===== src/design/motg_pkg.sv =====
// Package for the motor overcurrent trip guard.
// Holds item structs, command kinds, action and register codes, fixed widths.
// No dependencies.
package motg_pkg;

  // Fixed field widths
  localparam int unsigned ADC_W      = 12;
  localparam int unsigned LIMIT_W    = 12;
  localparam int unsigned TRIP_W     = 8;
  localparam int unsigned TIME_W     = 32;
  localparam int unsigned REG_IDX_W  = 2;
  localparam int unsigned CFG_DATA_W = 32;

  // Register reset values
  localparam logic [LIMIT_W-1:0] LIMIT_RST    = 12'd662;
  localparam logic [TRIP_W-1:0]  TRIP_RST     = 8'd20;
  localparam logic [TIME_W-1:0]  INTERVAL_RST = 32'd21600000;
  localparam logic [TIME_W-1:0]  IDLE_RST     = 32'd60000;

  // Register indexes
  localparam logic [REG_IDX_W-1:0] REG_LIMIT    = 2'd0;
  localparam logic [REG_IDX_W-1:0] REG_TRIP     = 2'd1;
  localparam logic [REG_IDX_W-1:0] REG_INTERVAL = 2'd2;
  localparam logic [REG_IDX_W-1:0] REG_IDLE     = 2'd3;

  // Input action codes
  localparam logic [1:0] ACTION_GUARD = 2'd0;
  localparam logic [1:0] ACTION_CAL   = 2'd1;
  localparam logic [1:0] ACTION_TICK  = 2'd2;

  // Trip action codes
  localparam logic [2:0] ACT_NONE          = 3'd0;
  localparam logic [2:0] ACT_RESYNC_CLOSED = 3'd1;
  localparam logic [2:0] ACT_REVERSE       = 3'd2;
  localparam logic [2:0] ACT_RESYNC_OPEN   = 3'd3;
  localparam logic [2:0] ACT_STOP_OPENING  = 3'd4;

  localparam logic [TRIP_W-1:0] RUN_MAX = 8'd255;

  typedef enum logic [1:0] {
    KIND_NONE,
    KIND_GUARD,
    KIND_CAL,
    KIND_TICK
  } kind_e;

  typedef struct packed {
    logic [1:0]        action;
    logic [ADC_W-1:0]  adc_sample;
    logic              slow_mode;
    logic              closing;
    logic              near_closed;
    logic              near_open;
    logic              door_stopped;
    logic [TIME_W-1:0] now_ms;
  } in_item_t;

  typedef struct packed {
    logic              window_done;
    logic              tripped;
    logic [2:0]        trip_action;
    logic [TRIP_W-1:0] over_windows;
    logic              zero_updated;
    logic              recal_due;
  } out_item_t;

  // Classified command from front to back
  typedef struct packed {
    kind_e             kind;
    logic              slow;
    logic              closing;
    logic              near_closed;
    logic              near_open;
    logic              door_stopped;
    logic [TIME_W-1:0] now;
  } cmd_t;

endpackage


===== src/design/motg_fifo.sv =====
// Small register queue with full/empty flags.
// Used for the command queue and the result queue; no package dependency.
module motg_fifo #(
  parameter int unsigned WIDTH = 8,
  parameter int unsigned DEPTH = 2
) (
  input  logic             clk_i,
  input  logic             rst_ni,
  input  logic             push_i,
  input  logic [WIDTH-1:0] data_i,
  output logic             full_o,
  input  logic             pop_i,
  output logic [WIDTH-1:0] data_o,
  output logic             empty_o
);

  localparam int unsigned PTR_W = (DEPTH > 1) ? $clog2(DEPTH) : 1;
  localparam int unsigned CNT_W = $clog2(DEPTH + 1);

  logic [WIDTH-1:0] mem_q [DEPTH];
  logic [PTR_W-1:0] wptr_q, wptr_d, rptr_q, rptr_d;
  logic [CNT_W-1:0] count_q, count_d;
  logic             do_push, do_pop;

  assign full_o  = (count_q == CNT_W'(DEPTH));
  assign empty_o = (count_q == '0);
  assign do_push = push_i && !full_o;
  assign do_pop  = pop_i && !empty_o;
  assign data_o  = mem_q[rptr_q];

  // Advance pointers and count
  always_comb begin
    wptr_d  = wptr_q;
    rptr_d  = rptr_q;
    count_d = count_q;
    if (do_push) begin
      wptr_d = (wptr_q == PTR_W'(DEPTH - 1)) ? '0 : wptr_q + 1'b1;
    end
    if (do_pop) begin
      rptr_d = (rptr_q == PTR_W'(DEPTH - 1)) ? '0 : rptr_q + 1'b1;
    end
    if (do_push && !do_pop) begin
      count_d = count_q + 1'b1;
    end else if (do_pop && !do_push) begin
      count_d = count_q - 1'b1;
    end
  end

  always_ff @(posedge clk_i or negedge rst_ni) begin
    if (!rst_ni) begin
      wptr_q  <= '0;
      rptr_q  <= '0;
      count_q <= '0;
    end else begin
      wptr_q  <= wptr_d;
      rptr_q  <= rptr_d;
      count_q <= count_d;
    end
  end

  // Store pushed item
  always_ff @(posedge clk_i) begin
    if (do_push) begin
      mem_q[wptr_q] <= data_i;
    end
  end

`ifndef SYNTHESIS
  a_count_bound: assert property (@(posedge clk_i) disable iff (!rst_ni)
    count_q <= CNT_W'(DEPTH))
    else $error("queue count beyond depth");

  a_push_fills: assert property (@(posedge clk_i) disable iff (!rst_ni)
    (do_push && !do_pop) |=> !empty_o)
    else $error("queue empty after lone push");

  a_last_pop: assert property (@(posedge clk_i) disable iff (!rst_ni)
    (do_pop && !do_push && count_q == CNT_W'(1)) |=> empty_o)
    else $error("queue not empty after popping last item");
`endif

endmodule


===== src/design/motg_front.sv =====
// Front end: accepts input items, classifies them and prescales samples.
// Depends on motg_pkg and motg_fifo (command queue toward the back end).
module motg_front #(
  parameter int unsigned GUARD_SAMPLES = 32,
  parameter int unsigned CAL_SAMPLES   = 200,
  parameter int unsigned ADC_BITS      = 12,
  parameter int unsigned SC_W          = 20
) (
  input  logic              clk_i,
  input  logic              rst_ni,
  input  logic              push,
  input  motg_pkg::in_item_t in_item_i,
  output logic              full,
  output logic              cmd_valid_o,
  output motg_pkg::cmd_t    cmd_o,
  output logic [SC_W-1:0]   scaled_o,
  input  logic              cmd_pop_i
);
  import motg_pkg::*;

  localparam int unsigned SAMP_W = (ADC_BITS < ADC_W) ? ADC_BITS : ADC_W;
  localparam int unsigned Q_W    = $bits(cmd_t) + SC_W;

  cmd_t             cmd_d;
  logic [SC_W-1:0]  scaled_d;
  logic [SAMP_W-1:0] sample;
  logic [Q_W-1:0]   q_in, q_out;
  logic             q_empty;

  assign sample = in_item_i.adc_sample[SAMP_W-1:0];

  // Classify the item
  always_comb begin
    cmd_d.slow         = in_item_i.slow_mode;
    cmd_d.closing      = in_item_i.closing;
    cmd_d.near_closed  = in_item_i.near_closed;
    cmd_d.near_open    = in_item_i.near_open;
    cmd_d.door_stopped = in_item_i.door_stopped;
    cmd_d.now          = in_item_i.now_ms;
    unique case (in_item_i.action)
      ACTION_GUARD: cmd_d.kind = KIND_GUARD;
      ACTION_CAL:   cmd_d.kind = KIND_CAL;
      ACTION_TICK:  cmd_d.kind = KIND_TICK;
      default:      cmd_d.kind = KIND_NONE;
    endcase
  end

  // Prescale: guard samples by the calibration length, all other items by the window length
  always_comb begin
    if (cmd_d.kind == KIND_GUARD) begin
      scaled_d = SC_W'(sample) * SC_W'(CAL_SAMPLES);
    end else begin
      scaled_d = SC_W'(sample) * SC_W'(GUARD_SAMPLES);
    end
  end

  assign q_in = {cmd_d, scaled_d};

  motg_fifo #(
    .WIDTH (Q_W),
    .DEPTH (2)
  ) u_cmd_q (
    .clk_i   (clk_i),
    .rst_ni  (rst_ni),
    .push_i  (push),
    .data_i  (q_in),
    .full_o  (full),
    .pop_i   (cmd_pop_i),
    .data_o  (q_out),
    .empty_o (q_empty)
  );

  assign {cmd_o, scaled_o} = q_out;
  assign cmd_valid_o       = !q_empty;

endmodule


===== src/design/motg_back.sv =====
// Back end: configuration registers, accumulators, window compare and trip count.
// Depends on motg_pkg and motg_fifo (result queue).
module motg_back #(
  parameter int unsigned GUARD_SAMPLES = 32,
  parameter int unsigned CAL_SAMPLES   = 200,
  parameter int unsigned ADC_BITS      = 12,
  parameter int unsigned SC_W          = 20
) (
  input  logic                                clk_i,
  input  logic                                rst_ni,
  input  logic                                cfg_we_i,
  input  logic [motg_pkg::REG_IDX_W-1:0]      cfg_idx_i,
  input  logic [motg_pkg::CFG_DATA_W-1:0]     cfg_wdata_i,
  input  logic                                cmd_valid_i,
  input  motg_pkg::cmd_t                      cmd_i,
  input  logic [SC_W-1:0]                     scaled_i,
  output logic                                cmd_pop_o,
  input  logic                                pop,
  output logic                                empty,
  output motg_pkg::out_item_t                 out_item_o
);
  import motg_pkg::*;

  localparam int unsigned SAMP_W  = (ADC_BITS < ADC_W) ? ADC_BITS : ADC_W;
  localparam int unsigned CG      = $clog2(GUARD_SAMPLES);
  localparam int unsigned CC      = $clog2(CAL_SAMPLES);
  localparam int unsigned ACC_W   = SAMP_W + CG + CC;
  localparam int unsigned LIM_W   = LIMIT_W + CG + CC;
  localparam int unsigned CMP_W   = ((ACC_W > LIM_W) ? ACC_W : LIM_W) + 3;
  localparam int unsigned FILL_W  = $clog2(GUARD_SAMPLES + 1);
  localparam int unsigned CFILL_W = $clog2(CAL_SAMPLES + 1);
  localparam int unsigned WIN_K   = GUARD_SAMPLES * CAL_SAMPLES;
  localparam int unsigned BASE_RST = 662 * WIN_K;

  // Configuration registers and prescaled limits
  logic [LIMIT_W-1:0] limit_q;
  logic [TRIP_W-1:0]  trip_q;
  logic [TIME_W-1:0]  interval_q, idle_q;
  logic [LIM_W-1:0]   base_q;
  logic [LIM_W+1:0]   base4_q;

  // Block state
  logic [ACC_W-1:0]   guard_acc_q, guard_acc_d;
  logic [FILL_W-1:0]  guard_fill_q, guard_fill_d;
  logic [ACC_W-1:0]   cal_acc_q, cal_acc_d;
  logic [CFILL_W-1:0] cal_fill_q, cal_fill_d;
  logic [ACC_W-1:0]   zero_q, zero_d;
  logic [TRIP_W-1:0]  over_run_q;
  logic               was_stopped_q, was_stopped_d;
  logic [TIME_W-1:0]  since_q, since_d, last_recal_q, last_recal_d;

  // Compare stage
  logic               s1_valid_q;
  logic               s1_win_q, s1_slow_q, s1_closing_q, s1_nc_q, s1_no_q;
  logic               s1_zupd_q, s1_recal_q;
  logic [ACC_W-1:0]   s1_acc_q, s1_zero_q;
  logic               s1_win_d, s1_zupd_d, s1_recal_d;

  logic               advance, res_push, res_full;
  logic               guard_hit, cal_hit, tick_hit;
  logic [ACC_W-1:0]   g_sum, c_sum;
  logic               g_last, c_last;
  logic [TIME_W-1:0]  since_eff, since_gap, recal_gap;

  logic [ACC_W-1:0]   diff;
  logic [CMP_W-1:0]   lhs, rhs;
  logic               over, trip;
  logic [TRIP_W-1:0]  cnt, run_next;
  out_item_t          res_d;

  // Write configuration and refresh the scaled limits
  always_ff @(posedge clk_i or negedge rst_ni) begin
    if (!rst_ni) begin
      limit_q    <= LIMIT_RST;
      trip_q     <= TRIP_RST;
      interval_q <= INTERVAL_RST;
      idle_q     <= IDLE_RST;
      base_q     <= LIM_W'(BASE_RST);
      base4_q    <= (LIM_W + 2)'(BASE_RST) << 2;
    end else begin
      if (cfg_we_i) begin
        unique case (cfg_idx_i)
          REG_LIMIT:    limit_q    <= cfg_wdata_i[LIMIT_W-1:0];
          REG_TRIP:     trip_q     <= cfg_wdata_i[TRIP_W-1:0];
          REG_INTERVAL: interval_q <= cfg_wdata_i[TIME_W-1:0];
          REG_IDLE:     idle_q     <= cfg_wdata_i[TIME_W-1:0];
          default:      ;
        endcase
      end
      base_q  <= LIM_W'(limit_q) * LIM_W'(WIN_K);
      base4_q <= {base_q, 2'b00};
    end
  end

  // Handshake between command queue, compare stage and result queue
  assign advance   = !s1_valid_q || !res_full;
  assign cmd_pop_o = cmd_valid_i && advance;
  assign res_push  = s1_valid_q && !res_full;

  assign guard_hit = cmd_pop_o && (cmd_i.kind == KIND_GUARD);
  assign cal_hit   = cmd_pop_o && (cmd_i.kind == KIND_CAL);
  assign tick_hit  = cmd_pop_o && (cmd_i.kind == KIND_TICK);

  assign g_sum  = guard_acc_q + ACC_W'(scaled_i);
  assign c_sum  = cal_acc_q + ACC_W'(scaled_i);
  assign g_last = (guard_fill_q == FILL_W'(GUARD_SAMPLES - 1));
  assign c_last = (cal_fill_q == CFILL_W'(CAL_SAMPLES - 1));

  assign since_eff = was_stopped_q ? since_q : cmd_i.now;
  assign since_gap = cmd_i.now - since_eff;
  assign recal_gap = cmd_i.now - last_recal_q;

  // Accumulate samples and track the stopped interval
  always_comb begin
    guard_acc_d   = guard_acc_q;
    guard_fill_d  = guard_fill_q;
    cal_acc_d     = cal_acc_q;
    cal_fill_d    = cal_fill_q;
    zero_d        = zero_q;
    was_stopped_d = was_stopped_q;
    since_d       = since_q;
    last_recal_d  = last_recal_q;
    s1_win_d      = 1'b0;
    s1_zupd_d     = 1'b0;
    s1_recal_d    = 1'b0;
    if (guard_hit) begin
      if (g_last) begin
        s1_win_d     = 1'b1;
        guard_acc_d  = '0;
        guard_fill_d = '0;
      end else begin
        guard_acc_d  = g_sum;
        guard_fill_d = guard_fill_q + 1'b1;
      end
    end
    if (cal_hit) begin
      if (c_last) begin
        s1_zupd_d  = 1'b1;
        zero_d     = c_sum;
        cal_acc_d  = '0;
        cal_fill_d = '0;
      end else begin
        cal_acc_d  = c_sum;
        cal_fill_d = cal_fill_q + 1'b1;
      end
    end
    if (tick_hit) begin
      if (!cmd_i.door_stopped) begin
        was_stopped_d = 1'b0;
      end else begin
        was_stopped_d = 1'b1;
        since_d       = since_eff;
        if (recal_gap >= interval_q && since_gap >= idle_q) begin
          s1_recal_d   = 1'b1;
          last_recal_d = cmd_i.now;
        end
      end
    end
  end

  always_ff @(posedge clk_i or negedge rst_ni) begin
    if (!rst_ni) begin
      guard_acc_q   <= '0;
      guard_fill_q  <= '0;
      cal_acc_q     <= '0;
      cal_fill_q    <= '0;
      zero_q        <= '0;
      was_stopped_q <= 1'b0;
      since_q       <= '0;
      last_recal_q  <= '0;
      s1_valid_q    <= 1'b0;
    end else begin
      guard_acc_q   <= guard_acc_d;
      guard_fill_q  <= guard_fill_d;
      cal_acc_q     <= cal_acc_d;
      cal_fill_q    <= cal_fill_d;
      zero_q        <= zero_d;
      was_stopped_q <= was_stopped_d;
      since_q       <= since_d;
      last_recal_q  <= last_recal_d;
      if (advance) begin
        s1_valid_q <= cmd_pop_o;
      end
    end
  end

  // Load the compare stage; the zero is captured so later calibrations do not leak in
  always_ff @(posedge clk_i) begin
    if (advance) begin
      s1_win_q     <= s1_win_d;
      s1_zupd_q    <= s1_zupd_d;
      s1_recal_q   <= s1_recal_d;
      s1_acc_q     <= g_sum;
      s1_zero_q    <= zero_q;
      s1_slow_q    <= cmd_i.slow;
      s1_closing_q <= cmd_i.closing;
      s1_nc_q      <= cmd_i.near_closed;
      s1_no_q      <= cmd_i.near_open;
    end
  end

  // Compare the window against the limit, 80 percent in slow mode
  always_comb begin
    diff = (s1_acc_q >= s1_zero_q) ? s1_acc_q - s1_zero_q : s1_zero_q - s1_acc_q;
    if (s1_slow_q) begin
      lhs = CMP_W'(diff) + (CMP_W'(diff) << 2);
      rhs = CMP_W'(base4_q);
    end else begin
      lhs = CMP_W'(diff);
      rhs = CMP_W'(base_q);
    end
    over = lhs > rhs;
  end

  // Count over-limit windows and pick the trip action
  always_comb begin
    cnt   = (over_run_q != RUN_MAX) ? over_run_q + 1'b1 : RUN_MAX;
    trip  = s1_win_q && over && (cnt >= trip_q);
    if (over && !trip) begin
      run_next = cnt;
    end else begin
      run_next = '0;
    end
    res_d.window_done  = s1_win_q;
    res_d.tripped      = trip;
    res_d.zero_updated = s1_zupd_q;
    res_d.recal_due    = s1_recal_q;
    res_d.over_windows = s1_win_q ? run_next : over_run_q;
    if (!trip) begin
      res_d.trip_action = ACT_NONE;
    end else if (s1_closing_q) begin
      res_d.trip_action = s1_nc_q ? ACT_RESYNC_CLOSED : ACT_REVERSE;
    end else begin
      res_d.trip_action = s1_no_q ? ACT_RESYNC_OPEN : ACT_STOP_OPENING;
    end
  end

  always_ff @(posedge clk_i or negedge rst_ni) begin
    if (!rst_ni) begin
      over_run_q <= '0;
    end else if (res_push && s1_win_q) begin
      over_run_q <= run_next;
    end
  end

  motg_fifo #(
    .WIDTH ($bits(out_item_t)),
    .DEPTH (2)
  ) u_res_q (
    .clk_i   (clk_i),
    .rst_ni  (rst_ni),
    .push_i  (res_push),
    .data_i  (res_d),
    .full_o  (res_full),
    .pop_i   (pop),
    .data_o  (out_item_o),
    .empty_o (empty)
  );

`ifndef SYNTHESIS
  a_run_hold: assert property (@(posedge clk_i) disable iff (!rst_ni)
    (res_push && !s1_win_q) |=> over_run_q == $past(over_run_q))
    else $error("over-limit count moved on a non-window item");

  a_trip_clears: assert property (@(posedge clk_i) disable iff (!rst_ni)
    (res_push && res_d.tripped) |=> over_run_q == '0)
    else $error("over-limit count not cleared after trip");

  a_action_match: assert property (@(posedge clk_i) disable iff (!rst_ni)
    res_push |-> ((res_d.trip_action != ACT_NONE) == res_d.tripped))
    else $error("trip action does not agree with trip flag");

  a_fill_bound: assert property (@(posedge clk_i) disable iff (!rst_ni)
    guard_fill_q < FILL_W'(GUARD_SAMPLES))
    else $error("guard fill count past window length");

  a_stall_holds: assert property (@(posedge clk_i) disable iff (!rst_ni)
    !advance |=> s1_valid_q)
    else $error("compare stage lost an item while stalled");
`endif

endmodule


===== src/design/motor_overcurrent_trip_guard_unit.sv =====
// Top level of the motor overcurrent trip guard.
// Depends on motg_pkg, motg_front and motg_back.
//
// Usage:
//   Input items enter through a queue-like port: an item is taken on a clock
//   edge with push high and full low. Each item is a guard sample, a
//   calibration sample or a millisecond tick, selected by its action field.
//   Every item yields exactly one result, presented on out_item_o while empty
//   is low and removed on an edge with pop high.
//   Configuration is a write-only port (cfg_we_i, cfg_idx_i, cfg_wdata_i),
//   taken on any edge with cfg_we_i high; write it only while the block is
//   idle.
//   A result becomes visible once its item has passed the command queue, the
//   accumulate step and the window compare stage into the result queue.
//   Throughput: one item per cycle while the result queue is not full.
//   A short command queue sits between the classifying front end and the
//   execution back end, and a two-entry result queue sits at the output; when
//   pop stays low the result queue fills, the back end holds its compare
//   stage, the command queue fills and full rises.
//   Reset clears all accumulators, counts, the zero and the time marks, and
//   loads the register defaults; there is no clearing pass.
module motor_overcurrent_trip_guard_unit #(
  parameter int unsigned GUARD_SAMPLES = 32,
  parameter int unsigned CAL_SAMPLES   = 200,
  parameter int unsigned ADC_BITS      = 12
) (
  input  logic                            clk_i,
  input  logic                            rst_ni,
  input  logic                            cfg_we_i,
  input  logic [motg_pkg::REG_IDX_W-1:0]  cfg_idx_i,
  input  logic [motg_pkg::CFG_DATA_W-1:0] cfg_wdata_i,
  input  logic                            push,
  input  motg_pkg::in_item_t              in_item_i,
  output logic                            full,
  input  logic                            pop,
  output logic                            empty,
  output motg_pkg::out_item_t             out_item_o
);
  import motg_pkg::*;

  localparam int unsigned SAMP_W = (ADC_BITS < ADC_W) ? ADC_BITS : ADC_W;
  localparam int unsigned CG     = $clog2(GUARD_SAMPLES);
  localparam int unsigned CC     = $clog2(CAL_SAMPLES);
  localparam int unsigned SC_W   = SAMP_W + ((CG > CC) ? CG : CC);

  cmd_t            cmd;
  logic [SC_W-1:0] scaled;
  logic            cmd_valid, cmd_pop;

  motg_front #(
    .GUARD_SAMPLES (GUARD_SAMPLES),
    .CAL_SAMPLES   (CAL_SAMPLES),
    .ADC_BITS      (ADC_BITS),
    .SC_W          (SC_W)
  ) u_front (
    .clk_i       (clk_i),
    .rst_ni      (rst_ni),
    .push        (push),
    .in_item_i   (in_item_i),
    .full        (full),
    .cmd_valid_o (cmd_valid),
    .cmd_o       (cmd),
    .scaled_o    (scaled),
    .cmd_pop_i   (cmd_pop)
  );

  motg_back #(
    .GUARD_SAMPLES (GUARD_SAMPLES),
    .CAL_SAMPLES   (CAL_SAMPLES),
    .ADC_BITS      (ADC_BITS),
    .SC_W          (SC_W)
  ) u_back (
    .clk_i       (clk_i),
    .rst_ni      (rst_ni),
    .cfg_we_i    (cfg_we_i),
    .cfg_idx_i   (cfg_idx_i),
    .cfg_wdata_i (cfg_wdata_i),
    .cmd_valid_i (cmd_valid),
    .cmd_i       (cmd),
    .scaled_i    (scaled),
    .cmd_pop_o   (cmd_pop),
    .pop         (pop),
    .empty       (empty),
    .out_item_o  (out_item_o)
  );

endmodule


===== config.mk =====
export PLATFORM = sky130hd
export DESIGN_NAME = motor_overcurrent_trip_guard_unit
export DESIGN_NICKNAME = d
export VERILOG_FILES = /design/src/design/motg_pkg.sv /design/src/design/motg_fifo.sv /design/src/design/motg_front.sv /design/src/design/motg_back.sv /design/src/design/motor_overcurrent_trip_guard_unit.sv
export SDC_FILE = /design/constraint.sdc
export NUM_CORES = 1
export LEC_CHECK = 0
export ABC_AREA = 1
export CAP_MARGIN = 0
export CORE_UTILIZATION = 30
export CTS_BUF_LIST = sky130_fd_sc_hd__clkbuf_8
export DETAILED_ROUTE_END_ITERATION = 10
export DONT_BUFFER_PORTS = 1
export GPL_TIMING_DRIVEN = 0
export PLACE_DENSITY = 0.55
export SLEW_MARGIN = 20
export SYNTH_ARGS = -nofsm -noshare
export SYNTH_HDL_FRONTEND = slang
export SYNTH_HIERARCHICAL = 1
export SYNTH_SLANG_ARGS = --single-unit

===== constraint.sdc =====
create_clock -name clk_i -period 7.8 [get_ports clk_i]
set_clock_uncertainty 0.05 [all_clocks]
set_input_delay 1.56 -clock clk_i [delete_from_list [all_inputs] [get_ports clk_i]]
set_output_delay 1.56 -clock clk_i [all_outputs]
set_load 0.1 [all_outputs]

# Word level (Yosys, flattened, before mapping)

Memory sizes are Yosys's and may differ from the RTL's.
Cells that the tools add are included.

Output and inout bits: 17
Memories: 2
Input port bits: 90
Register bits after elaboration: 346
Word-level logic and storage cells: 147
Bits in writable memories: 148

Memories:

| memory                | words | bits a word | rd ports | clocked after memory_dff | wr ports | line            | source |
|---|---|---|---|---|---|---|---|
| u_front.u_cmd_q.mem_q | 2     | 59          | 1        | 0                        | 1        | motg_fifo.sv:20 | `logic [WIDTH-1:0] mem_q [DEPTH];` |
| u_back.u_res_q.mem_q  | 2     | 15          | 1        | 0                        | 1        | motg_fifo.sv:20 |  |

Magnitude comparators: 5
Multipliers: 2
Reduce and logical (&&, ||, !) cells: 42
Multiplexer cells: 33
$add $sub $neg: 18
Equal/unequal tests: 14

Operators with widths:

| cell                                                | number |
|---|---|
| two-way mux 25 bit                                  | 3 |
| >= comparator 32 bit                                | 2 |
| subtractor 32 bit                                   | 2 |
| adder 25 x 20 -> 25 bit                             | 2 |
| subtractor 25 bit                                   | 2 |
| multiplier 12 x 5 -> 17 bit, second input constant  | 2 |
| two-way mux 32 bit                                  | 1 |
| two-way mux 8 bit                                   | 4 |
| adder 25 x 27 -> 28 bit                             | 1 |
| > comparator 28 x 27 -> 1 bit                       | 1 |
| two-way mux 28 bit                                  | 1 |
| two-way mux 27 bit                                  | 1 |
| >= comparator 25 bit                                | 1 |
| two-way mux 20 bit                                  | 1 |
| logical AND 1 bit                                   | 18 |
| adder 8 x 1 -> 8 bit, second input constant         | 2 |
| equality test 2 bit, second input constant          | 7 |
| two-way mux 1 bit                                   | 12 |
| AND reduction 2 bit                                 | 6 |
| zero test 1 bit                                     | 10 |
| two-way mux 2 bit                                   | 5 |
| two-way mux 3 bit                                   | 3 |
| equality test 2 x 1 -> 1 bit, second input constant | 4 |
| equality test 8 bit, second input constant          | 1 |
| 13 further kinds                                    | 22 |

# Depth between registers and ports, before layout

Depth in word-level cells: 11
Mapped depth: 46
Gate-level depth less buffers: 42

# Hierarchy

Netlist, hierarchy kept.

By module, submodules not included:

| module                      | sequential area each (µm²) | instances | area an instance (µm²) | cells each |
|---|---|---|---|---|
| motg_back                   | 8,784.7                    | 1         | 25,712.2               | 3,346 |
| motg_fifo (u_front.u_cmd_q) | 3,643.5                    | 1         | 4,526.8                | 340 |
| motg_front                  | 0.0                        | 1         | 1,485.2                | 240 |
| motg_fifo (u_back.u_res_q)  | 1,001.0                    | 1         | 1,327.5                | 110 |

# Worst setup path after synthesis

No wires, ideal clock.

Kind: register to register
Start: reg u_back.s1_zero_q[6]
End: mem u_back/u_res_q/mem_q[0][2] in the netlist's numbering, data pin
Path buffers: 4
Setup slack: 2,359 ps
Data required time: 7,492 ps
Library setup time: 258 ps
Stages on the path, launching flop included: 40
Period minus slack after synthesis: 5,441 ps
Data arrival time: 5,134 ps
Cells stage by stage: edfxtp_1 > ha_1 > buf_4 > nand2_1 > nor2_1 > nand3_1 > nor2_2 > nor2_2 > nand3_4 > buf_8 > inv_2 > buf_4 > nand2_1 > o21ai_0 > o221ai_1 > nand2_1 > o211ai_1 > xor2_1 > [4 not listed] > a21oi_1 > inv_1 > a21oi_1 > xor2_1 > o21ai_0 > ha_1 > nand2_1 > nor2_1 > nand4_1 > nor4_1 > nand2_1 > a21oi_1 > nand2_1 > nand2_1 > nand2_4 > buf_6 > nand4_1 > nand2_1

RTL lines:

| element                | line             | source |
|---|---|---|
| start, declared        | motg_back.sv:56  | `logic [ACC_W-1:0] s1_acc_q, s1_zero_q;` |
| start signal, assigned | motg_back.sv:194 | `s1_zero_q <= zero_q;` |
| end, declared          | motg_fifo.sv:20  |  |

==> impl_metrics.py <==
metrics = {
    "outcome": {
        "status": "complete, no violations",
    },
    "logic_synthesis": {
        "ys_types": 61,
        "ys_ff_latch": 494,
        "syn-cell-area_um2": 33100,
        "syn_area_per_cell_um2": 8.19,
        "ys.flop_type": "dfrtp_1",
        "ys_warn_count": 6,
        "yosysMostFrequentCell": "nand2_1",
        "synth_cells": 4036,
        "ys_seq_area_share_pct": 40.6,
        "netlist.area_leader.share_pct": 19.4,
        "synth_edf_count": 205,
        "synth_area_leaders": "dfrtp_1, edfxtp_1, ha_1, nand2_1, inv_1",
        "synth_top_cell_by_area": "dfrtp_1",
        "synthTopCellsByCount": "nand2_1, inv_1, ha_1, o21ai_0, a21oi_1",
        "async_flop_share_pct": 58.5,
    },
    "placement": {
        "gp_congestion": 0.897,
        "hpwl_um": 70200,
        "port-buffer-count": 0,
        "place_inst": 5461,
    },
    "setup_path": {
        "slowest_delay_ps": 420,
        "critical_path.top_delay_family": "simple AND/OR/NAND/NOR gates",
        "crit_type": "flop to flop",
        "arrival_ps": 7420,
        "cp_max_fo": 10,
        "crit_path_end_kind": "flop",
        "required_ps": 8150,
        "cpMostUsedCell": "nand2_1",
        "crit_slowest_cell": "edfxtp_1",
        "path_buf_inv": 7,
        "start_kind": "flop",
        "r2r_slack_ps": 730,
        "r2r_end": "u_back/u_res_q/mem_q[0][6]",
        "reg2regPathDepth": 41,
        "r2r_start": "u_back/s1_zero_q[19]",
    },
    "sta": {
        "slew_violations": 0,
        "finalCritPeriodShare_pct": 90.6,
        "rsz0062_at_grt": "false",
        "hold_ws_ps": 309,
        "hold_violations": 0,
        "max_slew_margin_pct": 24.9,
        "fmax_mhz": 142,
        "fin_crit_ps": 7070,
        "max_slew.worst_pin.slew_ps": 1130,
        "setup_tns_ps": 0,
        "setup_viol": 0,
    },
    "global_routing": {
        "gr-total-overflow": 0,
        "grt_antenna_before_repair": 15,
        "track_usage_pct": 16.0,
        "grt_pass1_wl_um": 143000,
        "grt_pass1_vias": 26427,
        "grt_max_degree": 290,
    },
    "clock_tree": {
        "cts_buffers": 88,
        "numClockSinks": 494,
        "clk_latency_ps": 700,
        "htreeDepth": 3,
        "root_buffer": "clkbuf_8",
        "cts_tree": "done",
        "clk_path_buf_depth": 3,
        "clk_pin_slew_ps": 60,
        "cts_setup_buffers": 0,
    },
    "floorplanning": {
        "rows": 121,
        "core_area_um2": 109000,
        "die_w_um": 334,
        "initial_core_util_pct": 30.3,
        "ioPinCount": 107,
        "fp.dieH_um": 334,
        "die-area_um2": 112000,
    },
    "routing": {
        "wire_per_inst_um": 15.7,
        "drt-total-wl_um": 88700,
        "drt_iter0_markers": 1550,
        "remaining_drc_errors": 0,
        "firstDrtPassIters": 7,
        "vias_per_cell": 4.71,
        "ant_nets": 0,
        "vias": 26495,
    },
    "flow_run": {
        "cap_violations": 0,
    },
    "finish": {
        "drive_above_1_share_pct": 6.41,
        "nets": 4599,
        "utilization_pct": 33.8,
        "final_cells": 5631,
        "synthToLayoutAreaGrowth_pct": 11.4,
    },
    "worst_hold_path": {
        "hp-start": "u_back/base_q[13]",
        "hp-class": "flop to flop",
        "hold_path_end": "u_back/base4_q[15]",
        "min_path_cells": 0,
    },
}
==> worst max path at each step <==
stage	end	slack [ps]	start	depth (start not counted)
floorplan	u_back/u_res_q/mem_q[0][2]	2360	u_back/s1_zero_q[6]	39
global placement	u_back/last_recal_q[31]	470	u_front/u_cmd_q/rptr_q	30
detailed placement	u_back/last_recal_q[31]	440	u_front/u_cmd_q/rptr_q	30
CTS	u_back/last_recal_q[31]	430	u_front/u_cmd_q/rptr_q	30
global route	u_back/u_res_q/mem_q[1][6]	30	u_back/s1_zero_q[6]	41
finish	u_back/u_res_q/mem_q[0][6]	730	u_back/s1_zero_q[19]	41
==> logic make-up after synthesis <==
| logic type | share of synthesized area [%] |
|---|---|
| DFF | 40.6 |
| xor gates and xnor gates | 4.03 |
| buffers and inverters | 8.00 |
| muxes | 0.485 |
| adders and majority gates | 14.6 |
| other | 0.0113 |
| and+or+nand+nor | 19.9 |
| AOI/OAI and AO/OA | 12.4 |
==> state kept, by name, summed over array words and instances, names as in the netlist, 17 cells and up <==
name / count
u_back/interval_q: 32
u_back/since_q: 32
u_back/guard_acc_q: 25
u_back/base_q: 17
u_back/s1_acc_q: 25
u_front/u_cmd_q/mem_q: 118
u_back/base4_q: 17
u_back/zero_q: 25
u_back/s1_zero_q: 25
u_back/cal_acc_q: 25
u_back/last_recal_q: 32
u_back/u_res_q/mem_q: 30
u_back/idle_q: 32
==> metal layers <==
metal / vias to the layer above / global-route usage [%] / share of wire (%)
li1: 13516 / - / -
met5: - / 0 / 0.13
met3: 130 / 3.40 / 5.1
met1: 12372 / 21.0 / 47
met2: 459 / 26.5 / 46
met4: 18 / 4.65 / 2.3
==> layout by cell type, fill, tap and decap left out, drive strengths merged, types with 4 or more instances in the layout <==
cell type     n
dfstp        33
a221oi        4
o21bai       16
edfxtp      205
nand4        49
a31oi        15
clkbuf      146
diode         5
o31ai         4
ha          351
a21o         21
or2          15
a211oi        7
o21a         11
nor3         39
and2          5
xnor2        47
o221ai       10
dfrtp       256
nor2        209
bufinv        6
o211ai        8
o21ai       352
buf          38
a22o         12
a21oi       262
nor4         13
a32o          6
mux2i        16
a21boi        8
nand3b       10
xor2        105
inv         630
nand3       141
conb          6
nand2      1091
fa           21
clkinv       27
==> per-stage QoR <==
stage	worst slack, ps	cell area (µm²)
2_1_floorplan	2360	33100
3_3_place_gp	467	34800
3_5_place_dp	440	35000
4_1_cts	432	36800
5_1_grt	33.2	36800
6_report	733	36800
==> area by class of cell <==
cell class / count / area (µm²)
Multi-Input combinational cell: 2868 / 17000
Inverter: 598 / 2250
Timing Repair Buffer: 6 / 119
Sequential cell: 494 / 13400
Buffer: 81 / 399
Antenna cell: 5 / 12.5
Fill cell: 11637 / 72200
Clock buffer: 97 / 1340
Clock inverter: 68 / 465
Tap cell: 1414 / 1770
==> what timing repair did <==
action / 4_1_cts / 5_1_grt
setup endpoints to repair: 0 / 51
resized for setup: 0 / 5
hold buffers: 0 / 0
Power is not shown: default switching activity piles up to over one toggle a cycle in this logic, so the estimate is an artifact.
